--- src/pfk_pkg.sv ---
`timescale 1ns / 1ps
// ----------------------------------------------------------------------------
// pfk_pkg
// Shared types and constants of the planar arm forward kinematics block.
// ----------------------------------------------------------------------------
package pfk_pkg;

  localparam int ANGLE_W = 17;
  localparam int FS_W    = 10;
  localparam int LEN_W   = 16;
  localparam int CW      = 34;
  localparam int OUT_W   = 17;
  localparam int CFG_W   = 17;
  localparam int IDX_W   = 3;
  localparam int TURN    = 92160;

  localparam logic [IDX_W-1:0] REG_COUNT_AT_ZERO  = 3'd0;
  localparam logic [IDX_W-1:0] REG_COUNT_AT_FULL  = 3'd1;
  localparam logic [IDX_W-1:0] REG_FULL_SCALE_DEG = 3'd2;
  localparam logic [IDX_W-1:0] REG_FIRST_LEN      = 3'd3;
  localparam logic [IDX_W-1:0] REG_SECOND_LEN     = 3'd4;
  localparam logic [IDX_W-1:0] REG_THIRD_LEN      = 3'd5;
  localparam logic [IDX_W-1:0] REG_BASE_HEIGHT    = 3'd6;
  localparam logic [IDX_W-1:0] REG_SHOULDER_OFS   = 3'd7;

  localparam logic signed [CW-1:0] QUARTER_BIN = 34'sd1073741824;
  localparam logic signed [CW-1:0] HALF_BIN    = 34'sd2147483648;
  localparam logic signed [CW-1:0] CORDIC_X0   = 34'sd652032874;

  localparam int ATAN_ENTRIES = 24;
  localparam logic [31:0] ATAN_BIN [ATAN_ENTRIES] = '{
    32'd536870912, 32'd316933406, 32'd167458907, 32'd85004756, 32'd42667331,
    32'd21354465, 32'd10679838, 32'd5340245, 32'd2670163, 32'd1335087,
    32'd667544, 32'd333772, 32'd166886, 32'd83443, 32'd41722, 32'd20861,
    32'd10430, 32'd5215, 32'd2608, 32'd1304, 32'd652, 32'd326, 32'd163, 32'd81
  };

  typedef struct packed {
    logic [11:0]     zero;
    logic [11:0]     full;
    logic [FS_W-1:0] fs;
  } scale_t;

  typedef struct packed {
    logic [LEN_W-1:0] first_len;
    logic [LEN_W-1:0] second_len;
    logic [LEN_W-1:0] third_len;
    logic [LEN_W-1:0] base;
  } geom_t;

endpackage

--- src/pfk_joint_lane.sv ---
`timescale 1ns / 1ps
// ----------------------------------------------------------------------------
// pfk_joint_lane
// Scales one joint count to an angle in 1/256 degree, wrapped to one turn,
// through a pipelined restoring divider that also reduces the quotient.
// ----------------------------------------------------------------------------
module pfk_joint_lane #(
  parameter int COUNT_BITS = 12
) (
  input  logic                          clk,
  input  logic                          en,
  input  logic [COUNT_BITS-1:0]         count,
  input  pfk_pkg::scale_t               scale,
  output logic [pfk_pkg::ANGLE_W-1:0]   angle
);
  import pfk_pkg::*;

  localparam int QW = COUNT_BITS + FS_W + 8;
  localparam logic [ANGLE_W:0]   TURN_Q = (ANGLE_W+1)'(TURN);
  localparam logic [ANGLE_W-1:0] TURN_A = ANGLE_W'(TURN);

  logic [COUNT_BITS-1:0] zc, fc, den_mag, num_mag;
  logic                  den_neg, den_zero, num_neg;
  logic [QW-1:0]         num_full;

  logic [QW-1:0]         num_r  [0:QW];
  logic [COUNT_BITS-1:0] rem_r  [0:QW];
  logic [ANGLE_W-1:0]    qm_r   [0:QW];
  logic                  sgn_r  [0:QW];
  logic                  zero_r [0:QW];
  logic [ANGLE_W-1:0]    angle_r;

  assign zc       = COUNT_BITS'(scale.zero);
  assign fc       = COUNT_BITS'(scale.full);
  assign den_neg  = fc < zc;
  assign den_mag  = den_neg ? zc - fc : fc - zc;
  assign den_zero = fc == zc;
  assign num_neg  = count < zc;
  assign num_mag  = num_neg ? zc - count : count - zc;
  assign num_full = (QW'(num_mag) * QW'(scale.fs)) << 8;

  always_ff @(posedge clk) begin
    if (en) begin
      num_r[0]  <= num_full;
      rem_r[0]  <= '0;
      qm_r[0]   <= '0;
      sgn_r[0]  <= num_neg ^ den_neg;
      zero_r[0] <= den_zero;
    end
  end

  for (genvar j = 0; j < QW; j++) begin : g_div
    logic [COUNT_BITS:0]   sh, df;
    logic                  ge;
    logic [ANGLE_W:0]      q2;
    logic [ANGLE_W-1:0]    qn;
    logic [COUNT_BITS-1:0] nrem;

    assign sh   = {rem_r[j], num_r[j][QW-1]};
    assign df   = sh - {1'b0, den_mag};
    assign ge   = sh >= {1'b0, den_mag};
    assign nrem = ge ? df[COUNT_BITS-1:0] : sh[COUNT_BITS-1:0];
    assign q2   = {qm_r[j], 1'b0} + (ANGLE_W+1)'(ge);
    assign qn   = (q2 >= TURN_Q) ? ANGLE_W'(q2 - TURN_Q) : q2[ANGLE_W-1:0];

    always_ff @(posedge clk) begin
      if (en) begin
        num_r[j+1]  <= num_r[j] << 1;
        rem_r[j+1]  <= nrem;
        qm_r[j+1]   <= qn;
        sgn_r[j+1]  <= sgn_r[j];
        zero_r[j+1] <= zero_r[j];
      end
    end
  end

  always_ff @(posedge clk) begin
    if (en) begin
      if (zero_r[QW]) begin
        angle_r <= '0;
      end else if (sgn_r[QW] && qm_r[QW] != '0) begin
        angle_r <= TURN_A - qm_r[QW];
      end else begin
        angle_r <= qm_r[QW];
      end
    end
  end

  assign angle = angle_r;

endmodule

--- config.mk ---
export PLATFORM = sky130hd
export DESIGN_NAME = pfk_joint_lane
export DESIGN_NICKNAME = d
export VERILOG_FILES = /design/src/pfk_pkg.sv /design/src/pfk_joint_lane.sv
export SDC_FILE = /design/constraint.sdc
export NUM_CORES = 2
export LEC_CHECK = 0
export ABC_AREA = 1
export BUFFER_PORTS_ARGS = -buffer_cell sky130_fd_sc_hd__buf_4
export CELL_PAD_IN_SITES_DETAIL_PLACEMENT = 0
export CELL_PAD_IN_SITES_GLOBAL_PLACEMENT = 1
export CORE_ASPECT_RATIO = 1.4
export CORE_UTILIZATION = 47
export DETAILED_ROUTE_END_ITERATION = 7
export PLACE_DENSITY_LB_ADDON = 0.3
export REMOVE_ABC_BUFFERS = 1
export SLEW_MARGIN = 15
export SYNTH_ARGS = -nofsm -noshare
export SYNTH_HDL_FRONTEND = slang
export SYNTH_SLANG_ARGS = --single-unit
--- constraint.sdc ---
create_clock -name clk -period 8.5 [get_ports clk]
set_input_delay 1.275 -clock clk [delete_from_list [all_inputs] [get_ports clk]]
set_output_delay 1.275 -clock clk [all_outputs]
set_load 0.03 [all_outputs]
=== After elaboration in Yosys (flattened, before gate mapping) ===
Memory sizes are Yosys's and may differ from the RTL's.
Index checks and enable logic that the tools add are counted.

* Logic and storage cells: 233
* Bits in writable memories: 1860
* Bits in registers: 17
* Memories: 5

{| class="wikitable"
|+ Memory list
! name !! depth !! width !! rd ports !! clocked after Yosys merged registers in !! wr ports !! RTL line !! source
|-
| num_r || 31 || 29 || 30 || 0 || 31 || pfk_joint_lane.sv:26 || <nowiki>logic [QW-1:0] num_r [0:QW];</nowiki>
|-
| qm_r || 31 || 17 || 31 || 0 || 31 || pfk_joint_lane.sv:28 || <nowiki>logic [ANGLE_W-1:0] qm_r [0:QW];</nowiki>
|-
| rem_r || 31 || 12 || 30 || 0 || 31 || pfk_joint_lane.sv:27 || <nowiki>logic [COUNT_BITS-1:0] rem_r [0:QW];</nowiki>
|-
| sgn_r || 31 || 1 || 31 || 0 || 31 || pfk_joint_lane.sv:29 || <nowiki>logic sgn_r [0:QW];</nowiki>
|-
| zero_r || 31 || 1 || 31 || 0 || 31 || pfk_joint_lane.sv:30 || <nowiki>logic zero_r [0:QW];</nowiki>
|}

* Bitwise gates (word level): 1
* $lt $le $gt $ge: 62
* Multiply operators: 1
* Reduce and logical (&&, ||, !) cells: 2
* $add $sub $neg: 95
* Equal/unequal tests: 1
* Multiplexer cells: 65

{| class="wikitable"
|+ Operator list
! kind !! number
|-
| $add A18 B1 Y18 || 30
|-
| $ge A18 B17 Y1 const B || 30
|-
| $mux W17 || 31
|-
| $sub A17 B17 Y17 const B || 30
|-
| $sub A12 B12 Y12 || 34
|-
| $ge A13 B12 Y1 || 30
|-
| $mux W12 || 32
|-
| $lt A12 B12 Y1 || 2
|-
| $mul A12 B10 Y22 || 1
|-
| $reduce_bool A17 Y1 || 1
|-
| $sub A17 B17 Y17 const A || 1
|-
| $eq A12 B12 Y1 || 1
|-
| $mux W1 || 2
|-
| $logic_and A1 B1 Y1 || 1
|-
| $xor A1 B1 Y1 || 1
|}

=== Depth between registers and ports, before layout ===
* Word-level depth: 6
* Depth in mapped cells: 33
* Mapped depth without buffers: 32

=== Worst setup path before layout ===
No wires, ideal clock.

* Kind: input to register
* Start: in count[0]
* End: mem num_r[0][25] in the netlist's numbering (data pin)
* Required time: 8.235 ns
* Setup slack: 1.345 ns
* Stages on the path: 31
* Arrival time: 6.890 ns
* Buffers on the path: 1
* Cells stage by stage: inv_1 ha_1 inv_1 fa_1 inv_1 o21bai_1 nand3_1 nand3_1 buf_2 nand2_1 nand2_1 inv_1 nand2_1 fa_1 inv_1 fa_1 inv_1 fa_1 inv_1 fa_1 inv_1 fa_1 inv_1 ha_1 nand2_1 nor2_1 inv_1 o21ai_0 a21oi_1 o21ai_0 xor2_1

{| class="wikitable"
|+ RTL lines
! what !! RTL line !! source
|-
| start, declared || pfk_joint_lane.sv:12 || <nowiki>input logic [COUNT_BITS-1:0] count,</nowiki>
|-
| end, declared || pfk_joint_lane.sv:26 ||
|}

==> metrics.yaml <==
status:
  status: "finished clean"
clock_network:
  clock_latency_ps: 720
  cts_tree: "yes"
  cts_buffer_depth: 3
  post_cts_resized: 0
  cts_sinks: 1054
  cts_setup_buffers: 0
  htree_num_levels: 3
  hold_buffers: 0
  clk_pin_slew_ps: 70
  numCtsBuffers: 98
  root_buffer: "clkbuf_16"
detailed_routing:
  wl_per_cell_microns: 17.06
  drt-vias-per-instance: 5.240
  vias: 38330
  dr.first_iter.drc_count: 2194
  wirelength_mm: 124.8
  drtPass1Iterations: 5
  drc: 0
  ant_nets: 0
synth:
  syn_inst: 5496
  netlist-cell-type-count: 54
  ys_warn_count: 0
  synth-seq-cells: 1054
  synthArstFlopShare: 0
  synth_edf_count: 1054
  syn_area_sq_mm: 0.05848
  avgSynthCellArea_sq_um: 10.64
  synth_flop_cell: "edfxtp_1"
  synth.yosys.seq_area_share: 0.5412
setup_path:
  cpMostUsedCell: "inv_1"
  cp_slowest_stage_delay_ps: 540
  critPathKind: "input port to flip-flop"
  cp.arrival_ps: 7790
  critPathRequiredTime_ps: 8950
  slowest_stage: "fa_1"
  endpoint_kind: "flip-flop"
  critPathLaunchType: "input port"
  crit_path_max_fanout: 11
die:
  ioPinCount: 65
  core_sq_mm: 0.1230
  fp.dieW_microns: 300.1
  fp-row-count: 152
  fp.dieH_microns: 419.4
  start_util: 0.4753
  dieArea_sq_mm: 0.1259
global_routing:
  antenna_found_initial: 0
  overflow: 0
  grt_pass1_vias: 38510
  grt_usage: 0.2010
  grt_pass1_wl_mm: 199.5
  grt_max_degree: 176
power_and_ir_drop:
  seqPwrFrac: 0.332
  p_clk_frac: 0.161
  p_int_uw: 15750
  p_leak_uw: 0.02668
  combPwrFrac: 0.508
  powerDensity_mw_per_mm2: 419.3
  ir_drop_v: 0.0002725
  switching_share: 0.4146
  p_sw_uw: 11150
timing:
  tns_ps: 0
  max_freq_mhz: 136.2
  hold_viol_final: 0
  setup_violations: 0
  slew_violations: 0
  worst_pin_slew_ps: 1015
  hold_ws_ps: 400.9
  fin_crit_sh: 0.8639
  skew_ps: 26.08
  relSlewSlack: 0.3231
  fin_crit_ps: 7343
  rsz0062_at_grt: "false"
cells_and_area:
  nFillCells: 10810
  seq_area_sq_mm: 0.03165
  drive_gt1_frac: 0.05530
  area_growth_syn_to_layout_pct: 9.677
  multi_input_area_sq_mm: 0.02438
  final_net_count: 6241
  final_util: 0.5213
place:
  place_hpwl_mm: 88.11
  gp_congestion: 0.9033
  portBuffers: 64
run:
  drv_cap: 0
hold_path:
  hp-class: "flip-flop to flip-flop"
-- flip-flops by register name, summed over array words and instances (netlist names) --
register,cells
num_r,253
qm_r,374
rem_r,348
sgn_r,31
angle,17
zero_r,31
-- critical path: cells and delay by family --
family          cells  cell delay (ps)
fa+ha+maj           8             3340
compound gates      6             1230
simple gates        6              940
buf+inv            11              860
xor+xnor            1              160
-- layout make-up --
type                            count  share of cell area
Sequential cell                  1054              0.4934
Multi-Input combinational cell   3791              0.3800
Clock buffer                      113             0.03944
Inverter                          577             0.03377
Tap cell                         1617             0.03154
Timing Repair Buffer               94             0.01229
Clock inverter                     67            0.009402
Antenna cell                        2          0.00007803
-- power groups by stage --
stage / logic [uW] / clock network (uW) / registers, uW
6_report: 13700 / 4320 / 8920
5_1_grt: 15600 / 4630 / 9070
4_1_cts: 13800 / 4460 / 8950
3_5_place_dp: 13700 / 0 / 9040
3_3_place_gp: 13600 / 0 / 9020
2_1_floorplan: 10500 / 0 / 8660
-- placed cells by master, fill, tap and decap left out, types with 12 or more instances in the layout --
master and n:
or2_2 20, fa_1 110, o21ai_0 344, nor2_1 476, a21o_1 31, a31oi_1 34
ha_1 467, buf_4 87, clkbuf_1 14, inv_1 566, nand3_1 191, xor2_1 162
nand2_1 965, nand3b_1 12, clkinv_2 20, clkbuf_16 99, a21oi_1 498, nand2_2 14
nand2_4 15, xnor2_1 186, clkinv_1 23, o21bai_1 15, nand4_1 59, nor3_1 82
edfxtp_1 1054, o211ai_1 20
-- cells in the mapped netlist (4+ instances only) --
cell type / number / area [sq um]
nand3b_1: 12 / 90.09
nand3_1: 191 / 955.9
a211o_1: 5 / 43.79
nor3_1: 82 / 410.4
or2_2: 20 / 125.1
or3_1: 6 / 37.54
and3b_1: 5 / 43.79
buf_2: 26 / 130.1
o21a_1: 4 / 30.03
edfxtp_1: 1054 / 31650
inv_1: 567 / 2128
nor4_1: 8 / 50.05
xor2_1: 162 / 1419
fa_1: 110 / 2202
nand2_4: 8 / 90.09
a211oi_1: 8 / 60.06
nor3b_1: 8 / 60.06
clkinv_1: 4 / 15.01
inv_2: 6 / 22.52
xnor2_1: 186 / 1629
nor2_1: 476 / 1787
o21bai_1: 15 / 112.6
nand2_1: 969 / 3637
a31oi_1: 34 / 212.7
a221oi_1: 5 / 43.79
o211ai_1: 20 / 150.1
nand2_2: 17 / 106.4
o21ai_0: 344 / 1722
nand4_1: 59 / 369.1
ha_1: 467 / 5843
o31ai_1: 9 / 67.56
a21oi_1: 498 / 2492
clkbuf_1: 44 / 165.2
nor2_2: 4 / 25.02
and2_0: 5 / 31.28
a21o_1: 31 / 232.7
-- metrics by stage --
| stage | worst slack, ps | total power (uW) | cells | cell area (sq um) |
|---|---|---|---|---|
| 3_3_place_gp | 457.6 | 22640 | 7133 | 61000 |
| 2_1_floorplan | 1181 | 19150 | 5422 | 58150 |
| 4_1_cts | 1183 | 27180 | 7313 | 64140 |
| 3_5_place_dp | 424.3 | 22730 | 7133 | 61000 |
| 6_report | 1157 | 26900 | 7315 | 64140 |
| 5_1_grt | 665.8 | 29340 | 7313 | 64140 |
-- final timing paths --
| kind | cells after the start | to | from | slack, ps |
|---|---|---|---|---|
| hold / removal | 0 | num_r[16][23] | num_r[15][22] | 400 |
| setup / recovery | 32 | num_r[0][28] | count[0] | 1160 |
| setup reg to reg | 9 | rem_r[0][73] | rem_r[0][61] | 5330 |
| hold reg to reg | 0 | num_r[16][23] | num_r[15][22] | 400 |
-- per-layer routing --
layer	global-route usage	wire (microns)
met1	0.2306	50290
met2	0.3791	66520
met5	0	0
met3	0.02166	3690
met4	0.07783	4324
-- cell families after synthesis --
group,synth area share
simple gates,0.1361
mux,0.0003851
compound gates,0.08984
buf+inv,0.04277
fa+ha+maj,0.1376
flops,0.5412
xor+xnor,0.05212
Note: power is estimated with default switching activity, not from simulation.
